--- src/rtl/sacl_pkg.sv ---
package sacl_pkg;

    localparam int ADDR_W             = 64;
    localparam int CNT_W              = 32;
    localparam int SET_OUT_W          = 6;
    localparam int WAY_OUT_W          = 2;
    localparam int CFG_IDX_W          = 2;
    localparam int CFG_DATA_W         = 6;
    localparam int SH_W               = 7;

    localparam int DEF_MAX_INDEX_BITS = 6;
    localparam int DEF_NUM_WAYS       = 4;

    localparam logic [2:0] RST_INDEX_BITS  = 3'd6;
    localparam logic [5:0] RST_OFFSET_BITS = 6'd4;
    localparam logic [2:0] RST_ACTIVE_WAYS = 3'd4;

    typedef enum logic [CFG_IDX_W-1:0] {
        REG_INDEX_BITS  = 2'd0,
        REG_OFFSET_BITS = 2'd1,
        REG_ACTIVE_WAYS = 2'd2
    } t_cfg_reg;

    typedef enum logic [1:0] {
        OUT_HIT   = 2'd0,
        OUT_FILL  = 2'd1,
        OUT_EVICT = 2'd2
    } t_outcome;

    typedef enum logic [1:0] {
        ST_CLEAR,
        ST_IDLE,
        ST_LOOKUP
    } t_state;

    typedef struct packed {
        t_outcome              outcome;
        logic [WAY_OUT_W-1:0]  way_used;
    } t_upd_status;

endpackage

--- src/rtl/sacl_update.sv ---
module sacl_update #(
    parameter int NUM_WAYS = sacl_pkg::DEF_NUM_WAYS,
    parameter int AGE_W    = 2,
    localparam int ENT_W   = 1 + sacl_pkg::ADDR_W + AGE_W,
    localparam int ROW_W   = NUM_WAYS * ENT_W
) (
    input  logic [ROW_W-1:0]            i_row,
    input  logic [sacl_pkg::ADDR_W-1:0] i_tag,
    input  logic [NUM_WAYS-1:0]         i_active,
    output logic [ROW_W-1:0]            o_row,
    output sacl_pkg::t_upd_status       o_status,
    output logic [sacl_pkg::ADDR_W-1:0] o_evicted_tag
);
    import sacl_pkg::*;

    localparam int WAY_W = (NUM_WAYS > 1) ? $clog2(NUM_WAYS) : 1;
    localparam logic [AGE_W-1:0] AGE_MAX = AGE_W'(NUM_WAYS - 1);

    logic              valid  [NUM_WAYS];
    logic [ADDR_W-1:0] tag    [NUM_WAYS];
    logic [AGE_W-1:0]  age    [NUM_WAYS];
    logic [NUM_WAYS-1:0] match, empty, victim;
    logic              hit, fill, evict;
    logic [WAY_W-1:0]  way;
    logic [AGE_W-1:0]  way_age;
    logic              bump;

    always_comb begin
        for (int i = 0; i < NUM_WAYS; i++) begin
            valid[i] = i_row[i*ENT_W];
            tag[i]   = i_row[i*ENT_W + 1 +: ADDR_W];
            age[i]   = i_row[i*ENT_W + 1 + ADDR_W +: AGE_W];
        end

        // Victim is the oldest active way, lowest number on a tie.
        for (int i = 0; i < NUM_WAYS; i++) begin
            match[i]  = i_active[i] && valid[i] && (tag[i] == i_tag);
            empty[i]  = i_active[i] && !valid[i];
            victim[i] = i_active[i];
            for (int j = 0; j < NUM_WAYS; j++) begin
                if (i_active[j] && j < i && !(age[j] < age[i])) begin
                    victim[i] = 1'b0;
                end
                if (i_active[j] && j > i && !(age[j] <= age[i])) begin
                    victim[i] = 1'b0;
                end
            end
        end

        hit   = |match;
        fill  = !hit && (|empty);
        evict = !hit && !(|empty);

        way = '0;
        for (int i = NUM_WAYS - 1; i >= 0; i--) begin
            if (hit ? match[i] : (fill ? empty[i] : victim[i])) begin
                way = WAY_W'(i);
            end
        end
        way_age = age[way];

        o_evicted_tag = evict ? tag[way] : '0;
        o_status.outcome  = hit ? OUT_HIT : (fill ? OUT_FILL : OUT_EVICT);
        o_status.way_used = WAY_OUT_W'(way);

        o_row = i_row;
        for (int i = 0; i < NUM_WAYS; i++) begin
            bump = i_active[i] && valid[i] && (WAY_W'(i) != way)
                   && (fill || (age[i] < way_age));
            if (WAY_W'(i) == way) begin
                o_row[i*ENT_W + 1 + ADDR_W +: AGE_W] = '0;
                if (!hit) begin
                    o_row[i*ENT_W]              = 1'b1;
                    o_row[i*ENT_W + 1 +: ADDR_W] = i_tag;
                end
            end else if (bump && (age[i] < AGE_MAX)) begin
                o_row[i*ENT_W + 1 + ADDR_W +: AGE_W] = age[i] + 1'b1;
            end
        end
    end
endmodule

--- config.mk ---
export PLATFORM = sky130hd
export DESIGN_NAME = sacl_update
export DESIGN_NICKNAME = d
export VERILOG_FILES = /design/src/rtl/sacl_pkg.sv /design/src/rtl/sacl_update.sv
export SDC_FILE = /design/constraint.sdc
export NUM_CORES = 1
export LEC_CHECK = 0
export BUFFER_PORTS_ARGS = -buffer_cell sky130_fd_sc_hd__buf_2
export CORE_AREA = 5 5 256 258
export DETAILED_ROUTE_END_ITERATION = 8
export DIE_AREA = 0 0 261 263
export PLACE_DENSITY = 0.42
export RECOVER_POWER = 100
export SYNTH_ARGS = -nofsm -noshare
export SYNTH_HDL_FRONTEND = slang
export SYNTH_SLANG_ARGS = --single-unit
--- constraint.sdc ---
create_clock -name vclk -period 4.61
set_clock_uncertainty 0.1 [all_clocks]
set_input_delay 0 -clock vclk [all_inputs]
set_output_delay 0 -clock vclk [all_outputs]
set_load 0.005 [all_outputs]
# --- Yosys cells after proc, flatten, opt, wreduce, memory -nomap -nowiden ---
# Cells that the tools add are included.
# Widths: inputs -> output; s select.
word_totals:
  reg_bits: 0
  in_bits: 336
  output_inout_bits: 336
classes:
  n_addsub: 4
  n_lt_le_gt_ge: 21
  n_eq_ne: 10
  muxes: 49
  bitwise_logic: 1
  n_reduce_logical: 64
ops:
  columns: ["cell", "count"]
  rows:
  - ["$mux 65", 8]
  - ["$eq 64x64->1", 4]
  - ["$mux 64", 3]
  - ["$bmux 64 s2", 1]
  - ["$logic_and 1x1->1", 38]
  - ["$mux 2", 16]
  - ["$lt 2x2->1", 10]
  - ["$mux 1", 20]
  - ["$logic_not 1->1", 18]
  - ["$le 2x2->1", 6]
  - ["$add 2x1->2 const B", 4]
  - ["$lt 2x2->1 const B", 4]
  - ["$reduce_or 4->1", 2]
  - ["$bmux 2 s2", 1]
  - ["$eq 2x2->1 const A", 2]
  - ["$logic_or 1x1->1", 4]
  - ["$ne 2x2->1 const A", 2]
  - ["$ge 3x3->1 const B", 1]
  - ["$not 2->3", 1]
  - ["$eq 1x2->1 const A", 1]
  - ["$logic_not 2->1", 1]
  - ["$ne 1x2->1 const A", 1]
  - ["$reduce_bool 2->1", 1]

# --- Longest topological paths before layout ---
depth:
  depth_word: 22
  ltp_mapped: 15
  ltp_nobuf: 13

# --- Worst setup path before layout ---
# OpenSTA, ideal clock, no wires.
synth_timing:
  path_type: "input to output"
  startpoint: "in i_tag[47] (netlist bit)"
  endpoint: "out o_row[200]"
  t_arrival_ps: 2659
  required_time_ps: 4510
  path_slack_ps: 1851
  stages: 14
  cell_sequence: "buf_6 > xnor2_2 > o221ai_1 > or3_1 > nor4b_2 > o2bb2a_4 > buf_6 > a31o_1 > buf_6 > a32oi_4 > nand2_2 > or4_1 > o211ai_1 > a211oi_1"
synth_between:
  elab_chain_cells: 21
  word_cells_on_any_way: 36
  cone_classes: "order compare (1); eq/ne (6); mux (17); bitwise (1); reduce/logical (11)"
synth_lines:
  columns: ["element", "line", "source"]
  rows:
  - ["start, declared", "sacl_update.sv:8", "input logic [sacl_pkg::ADDR_W-1:0] i_tag,"]
  - ["$eq 64x64->1", "sacl_update.sv:37", "match[i] = i_active[i] && valid[i] && (tag[i] == i_tag);"]
  - ["$logic_and 1x1->1", "sacl_update.sv:37", null]
  - ["$reduce_or 4->1", "sacl_update.sv:50", "hit = |match;"]
  - ["$logic_not 1->1", null, null]
  - ["$logic_and 1x1->1", "sacl_update.sv:51", "fill = !hit && (|empty);"]
  - ["$mux 1 (2 in series)", "sacl_update.sv:56", "if (hit ? match[i] : (fill ? empty[i] : victim[i])) begin"]
  - ["$mux 2 (4 in series)", "sacl_update.sv:56", null]
  - ["$not 2->3 (implied by the code)", "sacl_update.sv:60", "way_age = age[way];"]
  - ["$bmux 2 s2", "sacl_update.sv:60", null]
  - ["$mux 2 (implied by the code) (2 in series)", "sacl_update.sv:60", null]
  - ["$lt 2x2->1", "sacl_update.sv:69", "&& (fill || (age[i] < way_age));"]
  - ["$logic_or 1x1->1", "sacl_update.sv:69", null]
  - ["$logic_and 1x1->1", "sacl_update.sv:69", null]
  - ["$logic_and 1x1->1", "sacl_update.sv:76", "end else if (bump && (age[i] < AGE_MAX)) begin"]
  - ["$mux 2", "sacl_update.sv:76", null]
  - ["$mux 2 *", "sacl_update.sv:70", "if (WAY_W'(i) == way) begin"]
  - ["end, declared", "sacl_update.sv:10", "output logic [ROW_W-1:0] o_row,"]
# Mark *: on every way between the ends. The rest lies on a longest branch, timed or not. The select of a mux whose other input is x is not followed.

# --- Final worst setup path ---
layout_timing:
  startpoint: "in i_tag[7] (netlist bit)"
  endpoint: "out o_evicted_tag[27] (netlist bit)"
layout_between:
  elab_chain_cells: 16
  word_cells_on_any_way: 29
  cone_classes: "eq/ne (4); mux (16); bitwise (1); reduce/logical (8)"
layout_lines:
  columns: ["element", "line", "source"]
  rows:
  - ["$eq 64x64->1", "sacl_update.sv:37", null]
  - ["$logic_and 1x1->1", "sacl_update.sv:37", null]
  - ["$reduce_or 4->1", "sacl_update.sv:50", null]
  - ["$logic_not 1->1", null, null]
  - ["$logic_and 1x1->1", "sacl_update.sv:51", null]
  - ["$mux 1 (2 in series)", "sacl_update.sv:56", null]
  - ["$mux 2 (4 in series)", "sacl_update.sv:56", null]
  - ["$not 2->3 (implied by the code)", "sacl_update.sv:62", "o_evicted_tag = evict ? tag[way] : '0;"]
  - ["$bmux 64 s2", "sacl_update.sv:62", null]
  - ["$mux 64 (implied by the code) (2 in series)", "sacl_update.sv:62", null]
  - ["$mux 64 *", "sacl_update.sv:62", null]
  - ["end, declared", "sacl_update.sv:12", "output logic [sacl_pkg::ADDR_W-1:0] o_evicted_tag"]
# Marks and branches as above.

==> impl_metrics.tcl <==
set metrics [dict create \
    status "finished clean" \
    critPathKind "in2out" \
    pwr-share-seq 0 \
    floorplan.initialDensity 0.145 \
    leakagePower_nw 5.50 \
    timing.critical_path.buf_inv 6 \
    critPathTopFamily "simple AND/OR/NAND/NOR gates" \
    worst_setup_path_end_kind "primary output" \
    register_area_um2 0 \
    finalCritPeriodShare 0.970 \
    fp.dieH_um 263 \
    vias_per_cell 4.77 \
    cpMostUsedCell "buf_4" \
    relSlewSlack 0.377 \
    place_congestion 0.940 \
    synth_mux_area_frac 0.297 \
    synthTopCellsByArea "mux2_2 (25%), xnor2_1 (16%), mux2i_1 (4.1%)" \
    hold_end "o_evicted_tag[43]" \
    routed_wirelength_um 87500 \
    drc_errors 0 \
    cp_cell_sequence "buf_2 -> buf_4 -> xor2_1 -> nor4_1 -> buf_4 -> nand4_1 -> or4_1 -> nor2_1 -> a21oi_2 -> buf_4 -> and2_0 -> buf_4 -> a221oi_1 -> nor2_1 -> clkbuf_2" \
    worstMarginPinSlew_ps 935 \
    synth_top_area_frac 0.251 \
    yosys.area.top_type "mux2_2" \
    grt_usage 0.237 \
    grt_max_degree 78 \
    antenna_found_initial 12 \
    power.density_nw_per_um2 153 \
    rsz0062_at_grt "false" \
    cp_max_fo 38 \
    postCtsHoldBufs 0 \
    synth_simple_gate_area_share 0.205 \
    core_um2 62700 \
    combPwrFrac 1.000 \
    nNetsFinal 2198 \
    synth-xor-area-share 0.200 \
    hold_viol 0 \
    drive_gt1_frac 0.406 \
    drt_iter0_drc 1042 \
    seq_cells 0 \
    die_area_um2 68600 \
    internal_power_w 0.000787 \
    synthesis.area_um2 9130 \
    power_w 0.00204 \
    fmax_mhz 224 \
    syn-num-nets 1582 \
    placed_area_um2 13700 \
    maxSlewViolCount 0 \
    via_count 12900 \
    num_io_pins 672 \
    p_sw_w 0.00125 \
    place_hpwl_um 75300 \
    port_buffers 672 \
    synthCells 1230 \
    crit_required_ps 4510 \
    ys_warn_count 0 \
    area_growth_pct 46.3 \
    crit_path_top_delay_cell "or4_1" \
    fillers 7378 \
    synth_cell_types 73 \
    min_path_type "in2out" \
    ys_top_cells_by_count "mux2_2 (203), xnor2_1 (164), nand2_1 (97)" \
    design_area_um2 13300 \
    cap_violations 0 \
    start_kind "input pin" \
    final-setup-viol-count 0 \
    synth_top_family_by_area "multiplexers" \
    grt_pass1_vias 13300 \
    whs_path_depth 4 \
    die_width_um 261 \
    max_stage_delay_ps 630 \
    ir_drop_v 0.0000670 \
    ys_seq_area_frac 0 \
    finalSetupTns_ps 0 \
    post_drt_wl_per_cell_um 32.4 \
    arrival_ps 4370 \
    synth_compound_area_frac 0.199 \
    yosysMostFrequentCell "mux2_2" \
    p_sw_frac 0.613 \
    ant_nets 0 \
    p_clk_frac 0 \
    final.min_clock_period_ps 4470 \
    synthAdderAreaFrac 0.0219 \
    min_from "i_row[111]" \
    clkbuf_count 0 \
    grt-ovfl-total 0 \
    grt_pass1_wl_um 116000 \
    syn_area_per_cell_um2 7.42 \
    drt_pass1_iterations 7 \
    rows 92 \
]
==> layout make-up <==
cell class	count	area [um^2]	share of cell area
Multi-Input combinational cell	1072	8480	0.635
Timing Repair Buffer	737	3660	0.275
Tap cell	846	1060	0.0793
Inverter	35	131	0.00984
Antenna cell	7	17.5	0.00131
==> kinds of logic after synthesis <==
group | Yosys count
AOI/OAI and AO/OA | 238
xor gates and xnor gates | 207
adders and majority gates | 16
buffers and inverters | 158
muxes | 245
and+or+nand+nor | 366
==> power groups by stage <==
stage | combinational [W] | clock, W | sequential (W)
CTS | 0.00211 | 0 | 0
finish | 0.00204 | 0.000000000190 | 0
detailed placement | 0.00210 | 0 | 0
global placement | 0.00211 | 0 | 0
global route | 0.00217 | 0.0000000000586 | 0
floorplan | 0.000943 | 0 | 0
==> layout by cell type (no fill, tap or decap), types with 43 or more instances in the layout <==
master,instances
nand2_1,97
nand2b_1,44
xnor2_1,163
o21ai_0,57
buf_2,460
mux2_2,196
nor2_1,84
nand4_1,43
buf_4,50
clkbuf_1,212
==> how the worst max path moves through the flow <==
stage / startpoint / end / slack (ps) / cells after the start
floorplan: i_tag[47] / o_row[200] / 1850 / 14
global placement: i_tag[11] / o_row[200] / 20 / 13
detailed placement: i_tag[11] / o_row[200] / 150 / 13
CTS: i_tag[11] / o_row[200] / 140 / 13
global route: i_tag[7] / o_row[63] / 50 / 14
finish: i_tag[7] / o_evicted_tag[27] / 140 / 15
==> timing repair <==
action | 4_1_cts | 5_1_grt
endpoints found under the setup margin | 0 | 1
resized for setup | 0 | 1
buffers inserted | 0 | 0
==> routing by layer <==
metal / global-route usage / share of wire
met5: 0 / 0.00047
met4: 0.0286 / 0.015
met3: 0.0270 / 0.058
met2: 0.433 / 0.50
met1: 0.307 / 0.42
==> metrics by stage <==
step / setup slack [ps] / hold slack (ps) / util / std cells
3_5_place_dp: 149 / 235 / 0.218 / 2690
4_1_cts: 142 / 236 / 0.218 / 2690
2_1_floorplan: 1850 / -9.30 / - / 1230
6_report: 141 / 239 / 0.213 / 2697
5_1_grt: 49.9 / 259 / 0.213 / 2692
3_3_place_gp: 24.7 / 227 / 0.218 / 2690
No activity file was read; power rests on OpenSTA's default activity.
